[src/range_max_segment_tree_top_macros.svh]
// Assertion helpers used by the tree back end.
`ifndef RANGE_MAX_SEGMENT_TREE_TOP_MACROS_SVH
`define RANGE_MAX_SEGMENT_TREE_TOP_MACROS_SVH

// Same-cycle implication, checked outside reset.
`define RMST_ASSERT_IMPL(lbl, ante, cons) \
  lbl: assert property (@(posedge clk) disable iff (rst) (ante) |-> (cons)) \
    else $error("rmst assertion failed");

// Next-cycle implication, checked outside reset.
`define RMST_ASSERT_NEXT(lbl, ante, cons) \
  lbl: assert property (@(posedge clk) disable iff (rst) (ante) |=> (cons)) \
    else $error("rmst assertion failed");

`endif

[src/rmst_pkg.sv]
`timescale 1ns / 1ps
`default_nettype none
package rmst_pkg;

  localparam int unsigned LEAVES    = 1024;
  localparam int unsigned SPAN      = 1024;
  localparam int unsigned NODES     = 2 * SPAN;
  localparam int unsigned POS_W     = 10;
  localparam int unsigned RANGE_W   = 11;
  localparam int unsigned NODE_W    = 11;
  localparam int unsigned IDX_W     = 12;
  localparam int unsigned DATA_W    = 32;

  localparam logic signed [DATA_W-1:0] LOWEST_VALUE = -32'sd2147483647;
  localparam logic [NODE_W-1:0]        NODE_LAST    = NODE_W'(NODES - 1);
  localparam logic [NODE_W-1:0]        NODE_ROOT    = NODE_W'(1);

  // Item classes decided by the front end
  typedef enum logic [1:0] {
    KIND_UPDATE,
    KIND_QUERY,
    KIND_EMPTY
  } kind_t;

  // Queued work item
  typedef struct packed {
    kind_t                     kind;
    logic [POS_W-1:0]          position;
    logic signed [DATA_W-1:0]  value;
    logic [IDX_W-1:0]          l;
    logic [IDX_W-1:0]          r;
  } entry_t;

  // Queue status seen by the back end
  typedef struct packed {
    logic valid;
    logic full;
  } q_status_t;

  typedef enum logic [2:0] {
    ST_CLEAR,
    ST_IDLE,
    ST_U_RD,
    ST_U_WR,
    ST_Q_TEST,
    ST_Q_L,
    ST_Q_R
  } st_t;

endpackage
`default_nettype wire

[src/rmst_front.sv]
`timescale 1ns / 1ps
`default_nettype none
module rmst_front (
  input  wire logic                               start,
  input  wire logic                               opcode,
  input  wire logic [rmst_pkg::POS_W-1:0]         position,
  input  wire logic signed [rmst_pkg::DATA_W-1:0] new_value,
  input  wire logic [rmst_pkg::RANGE_W-1:0]       range_start,
  input  wire logic [rmst_pkg::RANGE_W-1:0]       range_end,
  input  wire logic                               q_full,
  input  wire logic                               clearing,
  output logic                                    busy,
  output logic                                    push,
  output rmst_pkg::entry_t                        entry
);
  import rmst_pkg::*;

  logic [RANGE_W-1:0] hi_clamp;

  // Clamp the range end to the leaf count
  assign hi_clamp = (range_end > RANGE_W'(LEAVES)) ? RANGE_W'(LEAVES) : range_end;

  assign busy = q_full | clearing;
  assign push = start & ~busy;

  // Classify and map leaf indices onto tree nodes
  always_comb begin
    entry.position = position;
    entry.value    = new_value;
    entry.l        = IDX_W'(range_start) + IDX_W'(SPAN);
    entry.r        = IDX_W'(hi_clamp) + IDX_W'(SPAN);
    if (!opcode) begin
      entry.kind = KIND_UPDATE;
    end else if (range_start >= hi_clamp) begin
      entry.kind = KIND_EMPTY;
    end else begin
      entry.kind = KIND_QUERY;
    end
  end

endmodule
`default_nettype wire

[config.mk]
export PLATFORM = sky130hd
export DESIGN_NAME = rmst_front
export DESIGN_NICKNAME = d
export VERILOG_FILES = /design/src/range_max_segment_tree_top_macros.svh /design/src/rmst_pkg.sv /design/src/rmst_front.sv
export SDC_FILE = /design/constraint.sdc
export NUM_CORES = 1
export LEC_CHECK = 0
export BUFFER_PORTS_ARGS = -buffer_cell sky130_fd_sc_hd__clkbuf_2
export CORE_ASPECT_RATIO = 0.5
export CORE_MARGIN = 5
export CORE_UTILIZATION = 25
export DETAILED_ROUTE_END_ITERATION = 12
export GPL_TIMING_DRIVEN = 0
export PLACE_DENSITY_LB_ADDON = 0.1
export SKIP_LAST_GASP = 1
export SLEW_MARGIN = 25
export SYNTH_ARGS = -nofsm -noshare
export SYNTH_HDL_FRONTEND = slang
export SYNTH_SLANG_ARGS = --single-unit
[constraint.sdc]
create_clock -name vclk -period 1.2
set_clock_uncertainty 0.05 [all_clocks]
set_input_delay 0.12 -clock vclk [all_inputs]
set_output_delay 0.12 -clock vclk [all_outputs]
set_load 0.01 [all_outputs]
Word level (Yosys, flattened, before mapping)
Index checks and enable logic that the tools add are counted.
{"block": "totals", "register_bits": 0, "inputBits": 68, "elab_cells": 10, "output_inout_bits": 70}
{"block": "classes", "bitwise": 3, "n_mux": 3, "magnitude_cmp": 2, "addsub": 2}
{"op": "adder 11 x 11 -> 12 bit (second input constant)", "n": 2}
{"op": "greater-or-equal comparator 11 bit", "n": 1}
{"op": "> comparator 11 bit (second input constant)", "n": 1}
{"op": "2-to-1 mux 11 bit", "n": 1}
{"op": "2-to-1 mux 2 bit", "n": 2}
{"op": "AND 1 bit", "n": 1}
{"op": "NOT 1 bit", "n": 1}
{"op": "OR 1 bit", "n": 1}

Depth between registers and ports, before layout
{"block": "depth", "ltp_word": 5, "ltp_mapped": 7, "depth_no_buf": 7}

Least setup slack after synthesis
Ideal clock, no wire load.
{"block": "synth_path", "path_type": "input to output", "from": "input range_end[10] (netlist name)", "to": "output entry[66] (netlist name)", "cell_stages": 7, "arrival_ns": 1.459, "setup_slack_ns": -0.429, "required_time_ns": 1.030, "n_path_buf": 0, "cell_sequence": "clkinv_1 > nand2_1 > ha_1 > a21o_1 > nand3_2 > a21oi_2 > nor4b_1"}
{"item": "start: declaration", "line_no": "rmst_front.sv:9", "text": "input wire logic [rmst_pkg::RANGE_W-1:0] range_end,"}
{"item": "end: declaration", "line_no": "rmst_front.sv:14", "text": "output rmst_pkg::entry_t entry"}

==> results.yml <==
timing:
  hold_ws_ns: 0.378
  hold_violations: 0
  worstMarginPinSlew_ns: 0.239
  slew_viol_final: 0
  setup_ws_ns: -0.349
  setup_viol: 2
  rsz0062_at_grt: "yes"
  period_share: 1.29
  fmax_ghz: 0.646
  slew_headroom: 0.840
  timing.final.crit_period_ns: 1.55
job:
  cap_violations: 0
critical_path:
  required_ns: 1.03
  path_buf_inv: 3
  crit_family: "compound AO/OA/AOI/OAI gates"
  critical-path-slowest-cell: "o31a_1"
  critPathMaxFanout: 5
  start_kind: "input port"
  crit_type: "in2out"
  startpoint: "range_end[10]"
  cp.arrival_ns: 1.38
  end_kind: "primary output"
  crit_path_max_incr_delay_ns: 0.30
  cp_cell_sequence: "clkbuf_16, clkinv_8, nand2_4, ha_4, a21o_1, nand3_2, a21oi_4, o31a_1, buf_2"
logic_synthesis:
  synthSimpleGateAreaFrac: 0.149
  synthMuxAreaShare: 0
  synthAdderAreaFrac: 0.178
  synth_top_family_by_area: "buffers and inverters"
  synth_xor_area_frac: 0
  synth_area_um2: 773
  synth_warnings: 0
  synthCells: 107
  synth_cell_types: 20
  syn_nets: 186
  synth_compound_area_frac: 0.0858
  ys_seq_area_frac: 0
  syn-mean-instance-area_um2: 7.23
final_layout:
  area_delta_synth_final_pct: 102
  n_fill_cell: 285
  n_clock_buffer: 0
  layout-drive-gt1-share: 0.883
  antenna_cells: 0
  seq_cells: 0
  instances_no_fill: 245
  fin_nets: 286
  regArea_um2: 0
outcome:
  run_status: "finished, violations left"
  violations: "setup timing"
die:
  die_w_um: 88.7
  row_count: 14
  dieHeight_um: 49.3
  start_util: 0.260
  coreArea_um2: 2980
  die-area_um2: 4370
  io_pins: 138
worst_hold_path:
  hold_class: "in2out"
  hp-start: "position[2]"
grt:
  overflow: 0
  antenna_found_initial: 0
  track_usage: 0.105
  grt_pass1_vias: 939
  grt_max_degree: 6
  grt_pass1_wl_um: 3910
pwr:
  p_per_area_nw_per_um2: 389
  p_leak_uw: 0.000968
  ir_drop_uv: 187
placement:
  dp.cells: 243
  port_buffers: 96
  dp_slack_ns: -0.491
  hpwlAfterDp_um: 2390
  gp_congestion: 0.691
detailed_routing:
  drc_errors: 0
  antenna_left: 0
  num_vias: 948
  first_pass_iters: 2
  drt-initial-drc-count: 5
  wl_per_cell_um: 10.6
  via_per_inst: 3.87
  drt_wl_total_um: 2600
worst paths after layout:
check / to / depth (start not counted) / slack, ns
max: entry[67] / 9 / -0.35
min: entry[58] / 2 / 0.38
area by class of cell:
class / count / area, um^2 / share of cell area
timing repair inverter: 1 / 16.3 / 0.0104
inverter: 14 / 65.1 / 0.0416
buffer: 54 / 402 / 0.257
timing repair buffer: 97 / 508 / 0.325
tap: 40 / 50.0 / 0.0320
multi-input combinational: 39 / 523 / 0.334
cell usage in the layout (no fill, tap or decap), drive strengths merged:
cell	count
a211oi	1
a21o	1
a21oi	5
buf	55
clkbuf	96
clkinv	2
ha	11
inv	13
nand2	10
nand2b	1
nand3	2
nand4	2
nor2	1
nor2b	1
nor4b	1
o21ai	1
o31a	1
or2	1
report_power, final:
group	total, uW	internal (uW)	switching, uW
Clock	0	0	0
Sequential	0	0	0
Combinational	608	337	271
Total	608	337	271
kinds of logic (layout without fill, tap and decap cells):
group                      Yosys count  in the layout
adders and majority gates           11             11
AOI/OAI and AO/OA                    9              9
and+or+nand+nor                     19             19
buffers and inverters               68            166
routing by layer:
metal / global-route usage / vias up / part of all wire
met1: 0.104 / 400 / 0.30
met4: 0 / 0 / 0
met3: 0.0219 / 0 / 0.16
met2: 0.229 / 66 / 0.54
met5: 0 / - / 0
li1: - / 482 / -
timing repair:
action,4_1_cts,5_1_grt
buffers inserted,0,1
gates cloned,1,0
gates resized for setup,19,6
pin swaps,8,5
endpoints found under the setup margin,2,2
hold buffers,0,0
through the flow:
stage / TNS (ns) / area [um^2] / total power [uW] / util
floorplan: -0.148 / 866 / 336 / -
global placement: -0.960 / 1400 / 530 / 0.469
detailed placement: -0.969 / 1400 / 535 / 0.469
CTS: -0.714 / 1530 / 603 / 0.514
global route: -0.795 / 1560 / 666 / 0.525
finish: -0.693 / 1560 / 608 / 0.525
synthesized netlist by cell type, types with 2 or more instances:
master,number,area share
buf_4,53,0.51
inv_1,13,0.063
ha_1,11,0.18
nand2_1,10,0.049
a21oi_1,3,0.019
a21oi_2,2,0.023
nand3_2,2,0.026
Note: power is estimated with default switching activity, not from simulation.
