## src/range_max_segment_tree_top_macros.svh

```systemverilog
// Assertion helpers used by the tree back end.
`ifndef RANGE_MAX_SEGMENT_TREE_TOP_MACROS_SVH
`define RANGE_MAX_SEGMENT_TREE_TOP_MACROS_SVH

// Same-cycle implication, checked outside reset.
`define RMST_ASSERT_IMPL(lbl, ante, cons) \
  lbl: assert property (@(posedge clk) disable iff (rst) (ante) |-> (cons)) \
    else $error("rmst assertion failed");

// Next-cycle implication, checked outside reset.
`define RMST_ASSERT_NEXT(lbl, ante, cons) \
  lbl: assert property (@(posedge clk) disable iff (rst) (ante) |=> (cons)) \
    else $error("rmst assertion failed");

`endif

```

## src/rmst_pkg.sv

```systemverilog
`timescale 1ns / 1ps
`default_nettype none
package rmst_pkg;

  localparam int unsigned LEAVES    = 1024;
  localparam int unsigned SPAN      = 1024;
  localparam int unsigned NODES     = 2 * SPAN;
  localparam int unsigned POS_W     = 10;
  localparam int unsigned RANGE_W   = 11;
  localparam int unsigned NODE_W    = 11;
  localparam int unsigned IDX_W     = 12;
  localparam int unsigned DATA_W    = 32;

  localparam logic signed [DATA_W-1:0] LOWEST_VALUE = -32'sd2147483647;
  localparam logic [NODE_W-1:0]        NODE_LAST    = NODE_W'(NODES - 1);
  localparam logic [NODE_W-1:0]        NODE_ROOT    = NODE_W'(1);

  // Item classes decided by the front end
  typedef enum logic [1:0] {
    KIND_UPDATE,
    KIND_QUERY,
    KIND_EMPTY
  } kind_t;

  // Queued work item
  typedef struct packed {
    kind_t                     kind;
    logic [POS_W-1:0]          position;
    logic signed [DATA_W-1:0]  value;
    logic [IDX_W-1:0]          l;
    logic [IDX_W-1:0]          r;
  } entry_t;

  // Queue status seen by the back end
  typedef struct packed {
    logic valid;
    logic full;
  } q_status_t;

  typedef enum logic [2:0] {
    ST_CLEAR,
    ST_IDLE,
    ST_U_RD,
    ST_U_WR,
    ST_Q_TEST,
    ST_Q_L,
    ST_Q_R
  } st_t;

endpackage
`default_nettype wire

```

## src/rmst_queue.sv

```systemverilog
`timescale 1ns / 1ps
`default_nettype none
module rmst_queue (
  input  wire logic             clk,
  input  wire logic             rst,
  input  wire logic             push,
  input  wire rmst_pkg::entry_t push_entry,
  input  wire logic             pop,
  output rmst_pkg::entry_t      head,
  output rmst_pkg::q_status_t   status
);
  import rmst_pkg::*;

  entry_t      slots [2];
  logic        wr_ptr;
  logic        rd_ptr;
  logic [1:0]  count;

  assign head         = slots[rd_ptr];
  assign status.valid = (count != 2'd0);
  assign status.full  = (count == 2'd2);

  // Pointer and fill tracking
  always_ff @(posedge clk) begin
    if (rst) begin
      wr_ptr <= 1'b0;
      rd_ptr <= 1'b0;
      count  <= 2'd0;
    end else begin
      if (push) wr_ptr <= ~wr_ptr;
      if (pop)  rd_ptr <= ~rd_ptr;
      count <= count + 2'(push) - 2'(pop);
    end
  end

  // Entry storage
  always_ff @(posedge clk) begin
    if (push) slots[wr_ptr] <= push_entry;
  end

endmodule
`default_nettype wire

```

## config.mk

```make
export PLATFORM = sky130hd
export DESIGN_NAME = rmst_queue
export DESIGN_NICKNAME = d
export VERILOG_FILES = /design/src/range_max_segment_tree_top_macros.svh /design/src/rmst_pkg.sv /design/src/rmst_queue.sv
export SDC_FILE = /design/constraint.sdc
export NUM_CORES = 1
export LEC_CHECK = 0
export ABC_CLOCK_PERIOD_IN_PS = 6640
export BUFFER_PORTS_ARGS = -buffer_cell sky130_fd_sc_hd__buf_2
export CAP_MARGIN = 20
export CORE_MARGIN = 3
export CORE_UTILIZATION = 56
export CTS_CLUSTER_SIZE = 16
export DETAILED_ROUTE_END_ITERATION = 10
export PLACE_DENSITY = 0.82
export SLEW_MARGIN = 40
export SYNTH_ARGS = -nofsm -noshare
export SYNTH_HDL_FRONTEND = slang
export SYNTH_SLANG_ARGS = --single-unit
```

## constraint.sdc

```tcl
create_clock -name clk -period 6.64 [get_ports clk]
set_input_delay 0.332 -clock clk [delete_from_list [all_inputs] [get_ports clk]]
set_output_delay 0.332 -clock clk [all_outputs]
set_load 0.1 [all_outputs]
```

* After elaboration in Yosys (flattened, before gate mapping)
Memory sizes are Yosys's and may differ from the RTL's. A register that Yosys moved wholly into a read port is not among the register bits.
Cells that the tools add are included.
** Cells by class
- Add/sub/neg operators :: 2
- Eq/ne operators :: 1
- Multiplexer cells :: 4
- Bitwise gates (word level) :: 2
- Reduce and logical (&&, ||, !) cells :: 1
** Operators by type and width (number)
- two-way mux 1 bit :: 4
- adder 2 x 1 -> 2 bit :: 1
- == test 2 bit, second input constant :: 1
- inverter 1 bit :: 2
- nonzero test 2 bit :: 1
- subtractor 2 x 1 -> 2 bit :: 1
** Storage, ports and cells
- Flip-flop bits (word level) :: 4
- RAM bits :: 136
- Input bits :: 72
- Output and inout bits :: 70
- Logic and storage cells :: 14
- Memories kept :: 1
** Memory list
- slots :: depth 2, bits a word 68, rd ports 1, clocked after Yosys merged registers in 1, wr ports 1, line rmst_queue.sv:14 : entry_t slots [2];

* Longest topological paths before layout
- Word-level depth :: 3
- Gate-level depth with buffers :: 6
- Gate-level depth less buffers :: 6

* Worst setup path before layout
Ideal clock, no wire load.
- Path type :: register to register
- Start :: reg wr_ptr
- End :: mem slots[0][0] (netlist name), enable pin
- Library setup time :: 0.503 ns
- Arrival :: 3.349 ns
- Required time :: 6.137 ns
- Setup slack :: 2.788 ns
- Stages on the path, launching flop included :: 2
- Buffers on the path :: 0
- Period minus slack after synthesis :: 3.852 ns
- Cell sequence :: dfxtp_1 nor2b_1
** RTL lines
- start: declaration :: line rmst_queue.sv:15 : logic wr_ptr;
- start signal: assignment :: line rmst_queue.sv:30 : if (push) wr_ptr <= ~wr_ptr;
- end: declaration :: line rmst_queue.sv:14
No word-level cell before the write port.

==> results.md <==
- Status: complete, no violations
- Max VDD drop: 0.267 mV
- Placed cell area: 0.00611 mm2
- Final Max Slew Viols: 0
- Number of global-route vias before repair: between 3000 and 4000
- CP Max Fanout: 35
- Nets@finish: 522
- Max clock buf depth: 2
- DR vias/cell: 5.09
- Die area: 0.0105 mm2
- First-pass GRT wire length: 15600 um
- Slowest stage cell, crit path: dfxtp_4
- Total wire length: 10300 um
- Startpoint Class: flip-flop
- HP Start: push_entry[23]
- Flop2flop setup slack: between 5 and 6 ns
- Worst relative slew slack: about two thirds
- Worst-path cell chain: buf_12 -> mux2_2 -> buf_2
- Gr usage total: 20.3%
- Synthesis-to-finish area growth: 39.3%
- Final Hold Viols: 0
- Post-CTS Setup Bufs: 0
- Clock sinks: roughly 140
- Path type of the worst setup path: reg2out
- Seq pwr share: 41.2%
- Hold Crit Depth: 1
- Gate power share: 23.2%
- Post-Layout Cell Count: 569
- Synth Net Count: between 300 and 400
- DRT Pass-1 Iters: 7
- Initial antenna violation count: 0
- Unrepaired setup endpoints after global routing: no
- Critical path's largest stage delay: 0.66 ns
- F_max: 0.403 GHz
- Clock Pin Slew Worst Setup and Hold Paths: approximately 0.060 ns
- Worst skew pair latency: just over 0.5 ns
- Final Skew: 0.00834 ns
- H-tree lvl count: 4
- Layout cells sized above 1: 53.6%
- FF-to-FF path depth: 3
- Worst-margin pin slew: around 0.51 ns
- Largest net degree at the start of global routing: 36
- Crit path max-delay family: flip-flops
- Gr ovfl total: 0
- Initial DRC count: 84
- Post-place setup slack: approximately 4.6 ns
- R2R Path End: slots[1][0]$_DFFE_PP_
- Post-route cell area: 0.00727 mm2
- Max-cap violations: 0
- Worst Path Required: approximately 6.3 ns
- Die Y: 103 um
- Register area share after synthesis: 80.2%
- Reg-to-Reg Start: wr_ptr$_SDFFE_PP0P_
- Setup violations, final: 0
- DRC Markers: 0
- HP Class: in2reg
- Die Span X: 103 um
- Core ar.: 0.00889 mm2
- P_leak: 2.84 nW
- Post-Syn Instances: 233
- CTS tree: built
- Synthesized area: 0.00522 mm2
- Avg WL per Cell: 18.0 um
- Clk pwr share: roughly 36%
- Yosys cell types: 15
- Min Tclk post-route: 2.48 ns
- CTS Buf Count: 17
- Pint: 1.75 mW
- ANT cells: 0
- Setup WS post-layout: about 4.2 ns
- Synthesis-stage register bit count: approximately 140
- Placed wire-length estimate: 6090 um
- Post_cts resized: 0
- Synth warn: 0
- Initial Utilization: 58.7%
- CP Data Arrival Time: 2.15 ns
- IO Port Bufs: 141
- RePlAce Congestion: 0.668
- Number of cells on the critical path: 3
- # hold bufs at CTS: 52
- Top Ports: between 100 and 150
- Std cell rows: 34
- Crit path buf inv count: 2
- Hold Slack: 0.0244 ns
- Synthesized area per cell: 22.4 um2
- Nature of the critical path endpoint: output pin
- Post-DRT Antenna Nets: 0
- Crit path to: head[35]
- Root Buffer: clkbuf_8
- Vias post-DR: 2899
- Cell Count Post-Placement: 480
- Final period util: 37.4%
- Pwr per Cell Area: around 360 mW/mm2
- Sw Pwr: 0.828 mW
- Net Sw Frac: 32.1%
- Setup TNS: 0 ns
==> power by group through the flow <==
stage | Sequential [mW] | Clock [mW] | Combinational (mW)
6_report | 1.06 | 0.921 | 0.598
5_1_grt | 1.07 | 0.976 | 0.619
4_1_cts | 1.06 | 0.933 | 0.597
3_5_place_dp | 1.08 | 0 | 0.571
3_3_place_gp | 1.09 | 0 | 0.546
2_1_floorplan | 1.07 | 0 | 0.485
==> placed cells by master, fill, tap and decap left out, types with 4 or more instances in the layout <==
master,Yosys,final
buf_2,4,141
dfxtp_1,5,4
nor2_1,4,4
dlygate4sd3_1,0,57
edfxtp_1,136,136
clkbuf_16,0,16
mux2_2,48,48
mux2_4,20,20
clkinv_4,0,4
==> per-stage QoR <==
stage               total power [mW]  util, %
detailed placement              1.65     68.7
global route                    2.66     81.7
global placement                1.63     67.5
floorplan                       1.56        -
finish                          2.58     81.7
CTS                             2.59     81.2
==> layer usage <==
metal  global-route usage (%)  up-vias  share of wire [%]  wire, um
met5                        0        -                  0         0
met4                     7.97        0                1.5       156
met3                     7.71       17                6.7       688
met2                     35.7      111                 53      5450
met1                     22.3     1422                 39      3970
li1                         -     1349                  -         -
==> area by class of cell <==
cell class,count,area [um2]
flip-flops and latches,141,4190
repair buffers,204,1390
inverters,2,7.51
clock inverters,14,169
clock buffers,18,418
well taps,108,135
fillers,425,1630
multi-input cells,82,962
==> cells in the mapped netlist <==
cell / count / share of area [%]
buf_6: 2 / 0.43
mux2_4: 20 / 5.8
and2_1: 1 / 0.12
nor2_1: 4 / 0.29
buf_2: 4 / 0.38
buf_8: 2 / 0.58
edfxtp_1: 136 / 78
inv_1: 2 / 0.14
xnor3_1: 1 / 0.43
mux2_2: 48 / 10
ha_1: 2 / 0.48
nor2b_1: 3 / 0.36
xnor2_1: 2 / 0.34
or2_2: 1 / 0.12
dfxtp_1: 5 / 1.9
==> worst min-delay path by stage <==
| stage | end | slack, ns |
|---|---|---|
| 2_1_floorplan | count[0]$_SDFF_PP0_ | 0.40 |
| 3_3_place_gp | rd_ptr$_SDFFE_PP0P_ | 0.49 |
| 3_5_place_dp | flip-flop | 0.50 |
| 4_1_cts | slots[1][37]$_DFFE_PP_ | 0.001 |
| 5_1_grt | slots[1][37]$_DFFE_PP_ | 0.0006 |
| 6_report | slots[0][23]$_DFFE_PP_ | 0.02 |
==> flip-flops by register name, indices dropped and copies added, names as in the netlist, named ones only <==
signal / cells
slots: 136
count: 2
rd_ptr: 1
wr_ptr: 1
==> cell families (layout without fill, tap and decap cells) <==
group | after synthesis | in the layout | share of synthesized area (%)
buffers and inverters | 10 | 238 | 1.54
AND/OR/NAND/NOR | 9 | 9 | 0.888
adder cells (fa/ha/maj) | 2 | 2 | 0.480
multiplexers | 68 | 68 | 16.1
flip-flops | 141 | 141 | 80.2
XOR/XNOR | 3 | 3 | 0.768
Note: power is estimated with default switching activity, not from simulation.
